`config.mk`:
```
export PLATFORM = sky130hd
export DESIGN_NAME = size_class_sprite_pool_allocator
export DESIGN_NICKNAME = d
export VERILOG_FILES = /design/src/rtl/scspa_pkg.sv /design/src/rtl/scspa_ram.sv /design/src/rtl/size_class_sprite_pool_allocator.sv
export SDC_FILE = /design/constraint.sdc
export NUM_CORES = 1
export LEC_CHECK = 0
export ABC_AREA = 1
export ABC_CLOCK_PERIOD_IN_PS = 6240
export BUFFER_PORTS_ARGS = -buffer_cell sky130_fd_sc_hd__buf_2
export CORE_ASPECT_RATIO = 1.4
export CORE_MARGIN = 4
export CORE_UTILIZATION = 50
export CTS_CLUSTER_DIAMETER = 120
export DETAILED_ROUTE_END_ITERATION = 8
export HOLD_SLACK_MARGIN = 0.12
export PLACE_DENSITY = 0.64
export SETUP_SLACK_MARGIN = 0.4
export SYNTH_ARGS = -nofsm -noshare
export SYNTH_HDL_FRONTEND = slang
export SYNTH_SLANG_ARGS = --single-unit
```
`constraint.sdc`:
```
create_clock -name clk -period 6.24 [get_ports clk]
set_input_delay 0.312 -clock clk [delete_from_list [all_inputs] [get_ports clk]]
set_output_delay 0.312 -clock clk [all_outputs]
set_load 0.03 [all_outputs]
```
`src/rtl/scspa_pkg.sv`:
```
// Package: shared types, codes and defaults for the sprite pool allocator.
`timescale 1ns / 1ps
`default_nettype none
package scspa_pkg;

    localparam int NUM_CLASSES      = 4;
    localparam int LIMIT_W          = 18;
    localparam int CFG_INDEX_W      = 2;

    localparam int DEF_SLOT_COUNT     = 32;
    localparam int DEF_CLASS0_BUCKETS = 8;
    localparam int DEF_CLASS1_BUCKETS = 8;
    localparam int DEF_CLASS2_BUCKETS = 8;
    localparam int DEF_CLASS3_BUCKETS = 8;

    localparam logic [LIMIT_W-1:0] CLASS0_LIMIT_RST = 18'd48;
    localparam logic [LIMIT_W-1:0] CLASS1_LIMIT_RST = 18'd160;
    localparam logic [LIMIT_W-1:0] CLASS2_LIMIT_RST = 18'd576;
    localparam logic [LIMIT_W-1:0] CLASS3_LIMIT_RST = 18'd2176;

    localparam logic [1:0] OP_ALLOC  = 2'd0;
    localparam logic [1:0] OP_FREE   = 2'd1;
    localparam logic [1:0] OP_LOCATE = 2'd2;
    localparam logic [1:0] OP_CLEAR  = 2'd3;

    localparam logic [2:0] ST_OK         = 3'd0;
    localparam logic [2:0] ST_NO_SLOT    = 3'd1;
    localparam logic [2:0] ST_TOO_LARGE  = 3'd2;
    localparam logic [2:0] ST_CLASS_FULL = 3'd3;
    localparam logic [2:0] ST_BAD_HANDLE = 3'd4;

    typedef struct packed {
        logic [1:0]         opcode;
        logic [9:0]         sprite_width;
        logic [9:0]         sprite_height;
        logic [5:0]         handle;
        logic signed [15:0] x_position;
    } cmd_t;

    typedef struct packed {
        logic [2:0]  status;
        logic [4:0]  slot_handle;
        logic [1:0]  size_class;
        logic [2:0]  bucket_index;
        logic [2:0]  pixel_shift;
        logic [7:0]  row_pitch;
        logic [17:0] byte_size;
    } result_t;

endpackage
`default_nettype wire

```
`src/rtl/scspa_ram.sv`:
```
// Generic single-write, single-read RAM with registered read data.
`timescale 1ns / 1ps
`default_nettype none
module scspa_ram #(
    parameter int WIDTH = 8,
    parameter int DEPTH = 32,
    parameter int AW    = (DEPTH > 1) ? $clog2(DEPTH) : 1
) (
    input  wire logic             clk,
    input  wire logic             we,
    input  wire logic [AW-1:0]    waddr,
    input  wire logic [WIDTH-1:0] wdata,
    input  wire logic [AW-1:0]    raddr,
    output logic [WIDTH-1:0]      rdata
);

    logic [WIDTH-1:0] mem [DEPTH];

    always_ff @(posedge clk)
    begin
        if (we)
        begin
            mem[waddr] <= wdata;
        end
        rdata <= mem[raddr];
    end

endmodule
`default_nettype wire

```
`src/rtl/size_class_sprite_pool_allocator.sv`:
```
// Top level: size-class sprite pool allocator with a sequential map scanner.
// Allocate: S_MUL forms pitch and size; S_SLOT finds the lowest free slot, S_CLASS the first
//   fitting class, S_BUCKET the lowest free bucket; one comparator and counter per scan.
// Free and locate: S_HCHK checks the handle, S_HDATA uses the registered read of the slot table RAM.
// Clear: S_CLR empties all maps. One item at a time; done pulses one cycle, receiver cannot stall.
// Reset (rst_n, async low) empties all maps and loads the default class limits.
`timescale 1ns / 1ps
`default_nettype none
module size_class_sprite_pool_allocator #(
    parameter int SLOT_COUNT     = scspa_pkg::DEF_SLOT_COUNT,
    parameter int CLASS0_BUCKETS = scspa_pkg::DEF_CLASS0_BUCKETS,
    parameter int CLASS1_BUCKETS = scspa_pkg::DEF_CLASS1_BUCKETS,
    parameter int CLASS2_BUCKETS = scspa_pkg::DEF_CLASS2_BUCKETS,
    parameter int CLASS3_BUCKETS = scspa_pkg::DEF_CLASS3_BUCKETS
) (
    input  wire logic                               clk,
    input  wire logic                               rst_n,
    input  wire logic                               start,
    output logic                                    busy,
    input  wire scspa_pkg::cmd_t                    cmd,
    output logic                                    done,
    output scspa_pkg::result_t                      result,
    input  wire logic                               cfg_we,
    input  wire logic [scspa_pkg::CFG_INDEX_W-1:0]  cfg_index,
    input  wire logic [scspa_pkg::LIMIT_W-1:0]      cfg_data
);

    import scspa_pkg::*;

    localparam int SW = (SLOT_COUNT > 1) ? $clog2(SLOT_COUNT) : 1;
    localparam int M01 = (CLASS0_BUCKETS > CLASS1_BUCKETS) ? CLASS0_BUCKETS : CLASS1_BUCKETS;
    localparam int M23 = (CLASS2_BUCKETS > CLASS3_BUCKETS) ? CLASS2_BUCKETS : CLASS3_BUCKETS;
    localparam int MAXB = (M01 > M23) ? M01 : M23;
    localparam int BW = (MAXB > 1) ? $clog2(MAXB) : 1;
    localparam int RW = 2 + BW;

    localparam logic [BW-1:0] B0_LAST = BW'(CLASS0_BUCKETS - 1);
    localparam logic [BW-1:0] B1_LAST = BW'(CLASS1_BUCKETS - 1);
    localparam logic [BW-1:0] B2_LAST = BW'(CLASS2_BUCKETS - 1);
    localparam logic [BW-1:0] B3_LAST = BW'(CLASS3_BUCKETS - 1);
    localparam logic [SW-1:0] SLOT_LAST = SW'(SLOT_COUNT - 1);
    localparam logic [6:0]    SLOT_LIM  = 7'(SLOT_COUNT);

    typedef enum logic [2:0] {
        S_IDLE, S_MUL, S_SLOT, S_CLASS, S_BUCKET, S_HCHK, S_HDATA, S_CLR
    } state_t;

    state_t               state_reg, state_next;
    cmd_t                 cmd_reg;
    logic [7:0]           pitch_reg;
    logic [LIMIT_W-1:0]   size_reg;
    logic [SW-1:0]        slot_cnt_reg, slot_cnt_next;
    logic [1:0]           class_cnt_reg, class_cnt_next;
    logic [BW-1:0]        bkt_cnt_reg, bkt_cnt_next;
    logic [SLOT_COUNT-1:0] slot_in_use_reg;
    logic [MAXB-1:0]      busy_map_reg [NUM_CLASSES];
    logic [LIMIT_W-1:0]   limit_reg [NUM_CLASSES];
    logic                 done_reg;
    result_t              result_reg, res_next;
    logic                 finish, alloc_commit, free_commit, clear_commit;

    logic [10:0]          wsum;
    logic [7:0]           pitch_comb;
    logic [SW-1:0]        hidx;
    logic                 handle_ok;
    logic [BW-1:0]        bkt_last;
    logic [RW-1:0]        ram_rdata;
    logic [1:0]           rd_class;
    logic [BW-1:0]        rd_bkt;
    logic [SW+4:0]        slot_ext;
    logic [BW+2:0]        bkt_ext, rd_bkt_ext;

    assign wsum       = {1'b0, cmd_reg.sprite_width} + 11'd7;
    assign pitch_comb = wsum[10:3] + 8'd1;
    assign hidx       = cmd_reg.handle[SW-1:0];
    assign handle_ok  = ({1'b0, cmd_reg.handle} < SLOT_LIM) && slot_in_use_reg[hidx];
    assign rd_class   = ram_rdata[RW-1:BW];
    assign rd_bkt     = ram_rdata[BW-1:0];
    assign slot_ext   = (SW+5)'(slot_cnt_reg);
    assign bkt_ext    = (BW+3)'(bkt_cnt_reg);
    assign rd_bkt_ext = (BW+3)'(rd_bkt);

    always_comb
    begin
        case (class_cnt_reg)
            2'd0:    bkt_last = B0_LAST;
            2'd1:    bkt_last = B1_LAST;
            2'd2:    bkt_last = B2_LAST;
            default: bkt_last = B3_LAST;
        endcase
    end

    scspa_ram #(
        .WIDTH (RW),
        .DEPTH (SLOT_COUNT),
        .AW    (SW)
    ) u_slot_ram (
        .clk   (clk),
        .we    (alloc_commit),
        .waddr (slot_cnt_reg),
        .wdata ({class_cnt_reg, bkt_cnt_reg}),
        .raddr (hidx),
        .rdata (ram_rdata)
    );

    always_comb
    begin
        state_next     = state_reg;
        slot_cnt_next  = slot_cnt_reg;
        class_cnt_next = class_cnt_reg;
        bkt_cnt_next   = bkt_cnt_reg;
        finish         = 1'b0;
        alloc_commit   = 1'b0;
        free_commit    = 1'b0;
        clear_commit   = 1'b0;
        res_next           = '0;
        res_next.row_pitch = pitch_reg;
        res_next.byte_size = size_reg;
        case (state_reg)
            S_IDLE:
            begin
                if (start)
                begin
                    case (cmd.opcode)
                        OP_ALLOC: state_next = S_MUL;
                        OP_CLEAR: state_next = S_CLR;
                        default:  state_next = S_HCHK;
                    endcase
                end
            end
            S_MUL:
            begin
                slot_cnt_next = '0;
                state_next    = S_SLOT;
            end
            S_SLOT:
            begin
                if (!slot_in_use_reg[slot_cnt_reg])
                begin
                    class_cnt_next = '0;
                    state_next     = S_CLASS;
                end
                else if (slot_cnt_reg == SLOT_LAST)
                begin
                    res_next.status = ST_NO_SLOT;
                    finish          = 1'b1;
                end
                else
                begin
                    slot_cnt_next = slot_cnt_reg + 1'b1;
                end
            end
            S_CLASS:
            begin
                if (size_reg <= limit_reg[class_cnt_reg])
                begin
                    bkt_cnt_next = '0;
                    state_next   = S_BUCKET;
                end
                else if (class_cnt_reg == 2'd3)
                begin
                    res_next.status = ST_TOO_LARGE;
                    finish          = 1'b1;
                end
                else
                begin
                    class_cnt_next = class_cnt_reg + 2'd1;
                end
            end
            S_BUCKET:
            begin
                if (!busy_map_reg[class_cnt_reg][bkt_cnt_reg])
                begin
                    alloc_commit          = 1'b1;
                    res_next.status       = ST_OK;
                    res_next.slot_handle  = slot_ext[4:0];
                    res_next.size_class   = class_cnt_reg;
                    res_next.bucket_index = bkt_ext[2:0];
                    finish                = 1'b1;
                end
                else if (bkt_cnt_reg == bkt_last)
                begin
                    res_next.status     = ST_CLASS_FULL;
                    res_next.size_class = class_cnt_reg;
                    finish              = 1'b1;
                end
                else
                begin
                    bkt_cnt_next = bkt_cnt_reg + 1'b1;
                end
            end
            S_HCHK:
            begin
                if (handle_ok)
                begin
                    state_next = S_HDATA;
                end
                else
                begin
                    res_next             = '0;
                    res_next.status      = ST_BAD_HANDLE;
                    res_next.slot_handle = cmd_reg.handle[4:0];
                    finish               = 1'b1;
                end
            end
            S_HDATA:
            begin
                res_next              = '0;
                res_next.status       = ST_OK;
                res_next.slot_handle  = cmd_reg.handle[4:0];
                res_next.size_class   = rd_class;
                res_next.bucket_index = rd_bkt_ext[2:0];
                if (cmd_reg.opcode == OP_FREE)
                begin
                    free_commit = 1'b1;
                end
                else
                begin
                    res_next.pixel_shift = cmd_reg.x_position[2:0];
                end
                finish = 1'b1;
            end
            S_CLR:
            begin
                res_next     = '0;
                clear_commit = 1'b1;
                finish       = 1'b1;
            end
            default:
            begin
                state_next = S_IDLE;
            end
        endcase
        if (finish)
        begin
            state_next = S_IDLE;
        end
    end

    always_ff @(posedge clk or negedge rst_n)
    begin
        if (!rst_n)
        begin
            state_reg       <= S_IDLE;
            done_reg        <= 1'b0;
            slot_cnt_reg    <= '0;
            class_cnt_reg   <= '0;
            bkt_cnt_reg     <= '0;
            slot_in_use_reg <= '0;
            for (int i = 0; i < NUM_CLASSES; i++)
            begin
                busy_map_reg[i] <= '0;
            end
        end
        else
        begin
            state_reg     <= state_next;
            done_reg      <= finish;
            slot_cnt_reg  <= slot_cnt_next;
            class_cnt_reg <= class_cnt_next;
            bkt_cnt_reg   <= bkt_cnt_next;
            if (alloc_commit)
            begin
                slot_in_use_reg[slot_cnt_reg]               <= 1'b1;
                busy_map_reg[class_cnt_reg][bkt_cnt_reg]    <= 1'b1;
            end
            if (free_commit)
            begin
                slot_in_use_reg[hidx]          <= 1'b0;
                busy_map_reg[rd_class][rd_bkt] <= 1'b0;
            end
            if (clear_commit)
            begin
                slot_in_use_reg <= '0;
                for (int i = 0; i < NUM_CLASSES; i++)
                begin
                    busy_map_reg[i] <= '0;
                end
            end
        end
    end

    always_ff @(posedge clk)
    begin
        if (state_reg == S_IDLE && start)
        begin
            cmd_reg <= cmd;
        end
        if (state_reg == S_MUL)
        begin
            pitch_reg <= pitch_comb;
            size_reg  <= LIMIT_W'(pitch_comb) * LIMIT_W'(cmd_reg.sprite_height);
        end
        if (finish)
        begin
            result_reg <= res_next;
        end
    end

    always_ff @(posedge clk or negedge rst_n)
    begin
        if (!rst_n)
        begin
            limit_reg[0] <= CLASS0_LIMIT_RST;
            limit_reg[1] <= CLASS1_LIMIT_RST;
            limit_reg[2] <= CLASS2_LIMIT_RST;
            limit_reg[3] <= CLASS3_LIMIT_RST;
        end
        else if (cfg_we)
        begin
            limit_reg[cfg_index] <= cfg_data;
        end
    end

    assign busy   = (state_reg != S_IDLE);
    assign done   = done_reg;
    assign result = result_reg;

endmodule
`default_nettype wire

```
==> flow_summary_export.csv <==
group,metric,value,unit
place,numPlacedInstances,2754,
global_routing,grt_antenna_before_repair,1,
synth,synth-main-ff-cell,"edfxtp_1",
drt,routed_wl,54400,um
floorplanning,ios,112,
drt,dr_wl_met2,28000,um
floorplanning,coreArea,41500,sq um
min_path,min_from,"cfg_index[0]",
layout,num-nets-final,2492,
floorplanning,initial_utilization,0.509,
drt,m1WireLength,21400,um
place,dp_hpwl,36400,um
drt,drt-pass1-iter-count,5,
drt,ant_nets,0,
floorplanning,die_x,182,um
layout,finish.instance_area,24300,sq um
pwr,ir_worst_vdd,0.793,mV
layout,multi_input_area,8200,sq um
sta,finalClockSkew,0.0183,ns
synth,synth_cell_types,56,
global_routing,grt_overflow_total,0,
min_path,hold_depth,5,
worst_setup_path,rr_startpoint,"cmd_reg[33]",
layout,fillers,3498,
synth,syn_area,21100,sq um
floorplanning,die_area,45700,sq um
outcome,outcome,"finished, final reports clean",
place,port_buffers,98,
global_routing,grt_max_degree,103,
clocking,cts_sinks,414,
worst_setup_path,crit_path_top_delay_cell,"fa_1",
worst_setup_path,cp_max_fo,6,
synth,syn_nets,2360,
synth,ys_seq_elements,414,
sta,slew_violations,0,
clocking,root_buffer,"clkbuf_16",
sta,grt_setup_unrepaired,"no",
synth,ys_seq_area_frac,0.551,
min_path,min_to,"limit_reg[7]",
sta,holdWs,0.356,ns
floorplanning,die_h,251,um
worst_setup_path,reg2reg_depth,28,
clocking,worstSkewPairLatency,0.55,ns
drt,detail_route.wl_per_cell,18.9,um
drt,avgViaCountPerCell,5.54,
layout,drive_above_1_share,0.115,
layout,seq_area,11600,sq um
sta,finalCritPeriodShare,0.897,
layout,finalCoreUtilization,0.584,
sta,fmax,0.179,GHz
drt,drc_errors,0,
drt,dr_total_vias,16000,
layout,largest_register_ffs,160,
synth,syn_avg_cell_area,9.71,sq um
synth,async_reset_ff_frac,0.362,
worst_setup_path,cpPeakStageDelay,0.57,ns
worst_setup_path,setup.worst_path.class,"register to register",
pwr,p_per_area,526,nW/um^2
floorplanning,rows,88,
sta,setup_tns,0,ns
synth,synth_edf_count,259,
sta,finalCriticalPeriod,5.60,ns
worst_setup_path,critPathLaunchType,"register",
global_routing,grt_usage,0.237,
clocking,htreeDepth,2,
drt,highest_layer,"met4",
global_routing,grt_pass1_vias,15900,
clocking,clkTransAtPathRegs,0.07,ns
min_path,hold_class,"input pin to register",
sta,relSlewSlack,0.328,
synth,ys.warnings.count,0,
place,gp_congestion,0.892,
clocking,tritoncts,"done",
synth,synthCells,2176,
layout,area_delta_synth_final,14.7,%
worst_setup_path,critical_path_required,6.52,ns
drt,met3_length,2640,um
worst_setup_path,rr_endpoint,"size_reg[15]",
worst_setup_path,critPathCaptureType,"register",
drt,drt-initial-drc-count,1474,
worst_setup_path,rrSetupSlack,0.64,ns
clocking,cts_made_buffers,40,
sta,setup_violations,0,
sta,hold_viol_final,0,
global_routing,grt_pass1_wl,86600,um
clocking,max-clock-path-buffers,3,
run,maxCapViolations,0,
layout,instances_no_fill,2881,
worst_setup_path,crit_arrival,5.88,ns
pwr,p_leak,10.6,nW
place,dpl_cell_area,22100,sq um
sta,worst_slew_pin_slew,1.01,ns
[cell type report]
class                           count  area share
Antenna cell                        1    0.000103
Multi-Input combinational cell   1408       0.338
Sequential cell                   414       0.480
Clock inverter                     20      0.0132
Inverter                          266      0.0414
Timing Repair Buffer              178      0.0506
Clock buffer                       54      0.0490
Tap cell                          540      0.0279
[critical path, delay by kind of cell (launching register included)]
| family | cells | cell delay (ns) |
|---|---|---|
| XOR/XNOR | 2 | 0.30 |
| AO/OA/AOI/OAI | 5 | 0.74 |
| adder cells (fa/ha/maj) | 6 | 2.55 |
| buffers and inverters | 6 | 0.41 |
| AND/OR/NAND/NOR | 9 | 0.95 |
| flip-flops | 1 | 0.38 |
[cell families after synthesis]
logic type | share of synthesized area
simple gates | 0.197
flops | 0.551
buf+inv | 0.0665
compound gates | 0.0939
fa+ha+maj | 0.0857
xor+xnor | 0.00657
[worst max-delay path by stage]
stage               slack [ns]  cells past startpoint           end   startpoint
floorplan                 0.50                     28  size_reg[15]  cmd_reg[32]
global placement          0.31                     28  size_reg[15]  cmd_reg[32]
detailed placement        0.17                     26  size_reg[15]  cmd_reg[33]
CTS                       0.41                     28  size_reg[15]  cmd_reg[33]
global route              0.34                     28  size_reg[13]  cmd_reg[33]
finish                    0.64                     28  size_reg[15]  cmd_reg[33]
[cells in the mapped netlist (3+ instances only)]
master / n / share of area
buf_4: 5 / 0.0018
a31oi_1: 46 / 0.014
nor3_1: 68 / 0.016
a21oi_1: 39 / 0.0092
a221oi_1: 5 / 0.0021
inv_1: 254 / 0.045
ha_1: 68 / 0.040
a22oi_1: 40 / 0.014
buf_2: 17 / 0.0040
a21o_1: 3 / 0.0011
a32o_1: 17 / 0.0080
edfxtp_1: 259 / 0.37
inv_2: 8 / 0.0014
nor2_1: 208 / 0.037
a2111oi_0: 4 / 0.0017
dfstp_2: 8 / 0.0099
nand2_1: 478 / 0.085
nor4_1: 5 / 0.0015
dfxtp_1: 5 / 0.0047
nand3_1: 162 / 0.038
xor2_1: 11 / 0.0046
a22o_1: 5 / 0.0021
nor3_2: 16 / 0.0076
o22ai_1: 11 / 0.0033
xnor2_1: 3 / 0.0012
o21ai_0: 108 / 0.026
clkinv_1: 3 / 0.00053
nand4_1: 4 / 0.0012
a211oi_1: 27 / 0.0096
clkbuf_1: 61 / 0.011
dfrtp_1: 142 / 0.17
nor2_4: 11 / 0.0059
fa_1: 48 / 0.045
[cells in the final DEF, fill, tap and decap left out, types with 40 or more instances in the layout]
master and instances:
buf_2 97, nand2_1 476, clkbuf_16 43, nor3_1 67
dlygate4sd3_1 50, dfrtp_1 141, fa_1 48, a31oi_1 46
ha_1 65, nand3_1 162, inv_1 251, o21ai_0 103
nor2_1 202, a22oi_1 40, edfxtp_1 259
[through the flow]
step,setup slack (ns),power [mW]
after global placement,0.310,9.58
after detailed placement,0.170,9.64
after CTS,0.406,12.5
after global routing,0.339,13.7
final,0.640,12.8
after floorplan,0.496,8.04
[per-layer routing]
metal,global-route usage,vias to the layer above
met5,0,-
met4,0.0983,0
met3,0.0243,139
met2,0.420,535
met1,0.298,7668
li1,-,7624
[power by group]
part	total, mW	switching (mW)	internal [mW]
Clock	2.73	1.06	1.68
Sequential	3.99	0.274	3.71
Combinational	6.04	3.94	2.10
[repair_timing]
action / in CTS / in global routing
pin swaps: 0 / 6
hold buffers: 50 / 0
gates resized for setup: 6 / 19
setup endpoints to repair: 3 / 6
setup buffers: 0 / 2
hold endpoints to repair: 195 / 0
gates cloned: 0 / 0
No activity file was read; power rests on OpenSTA's default activity.
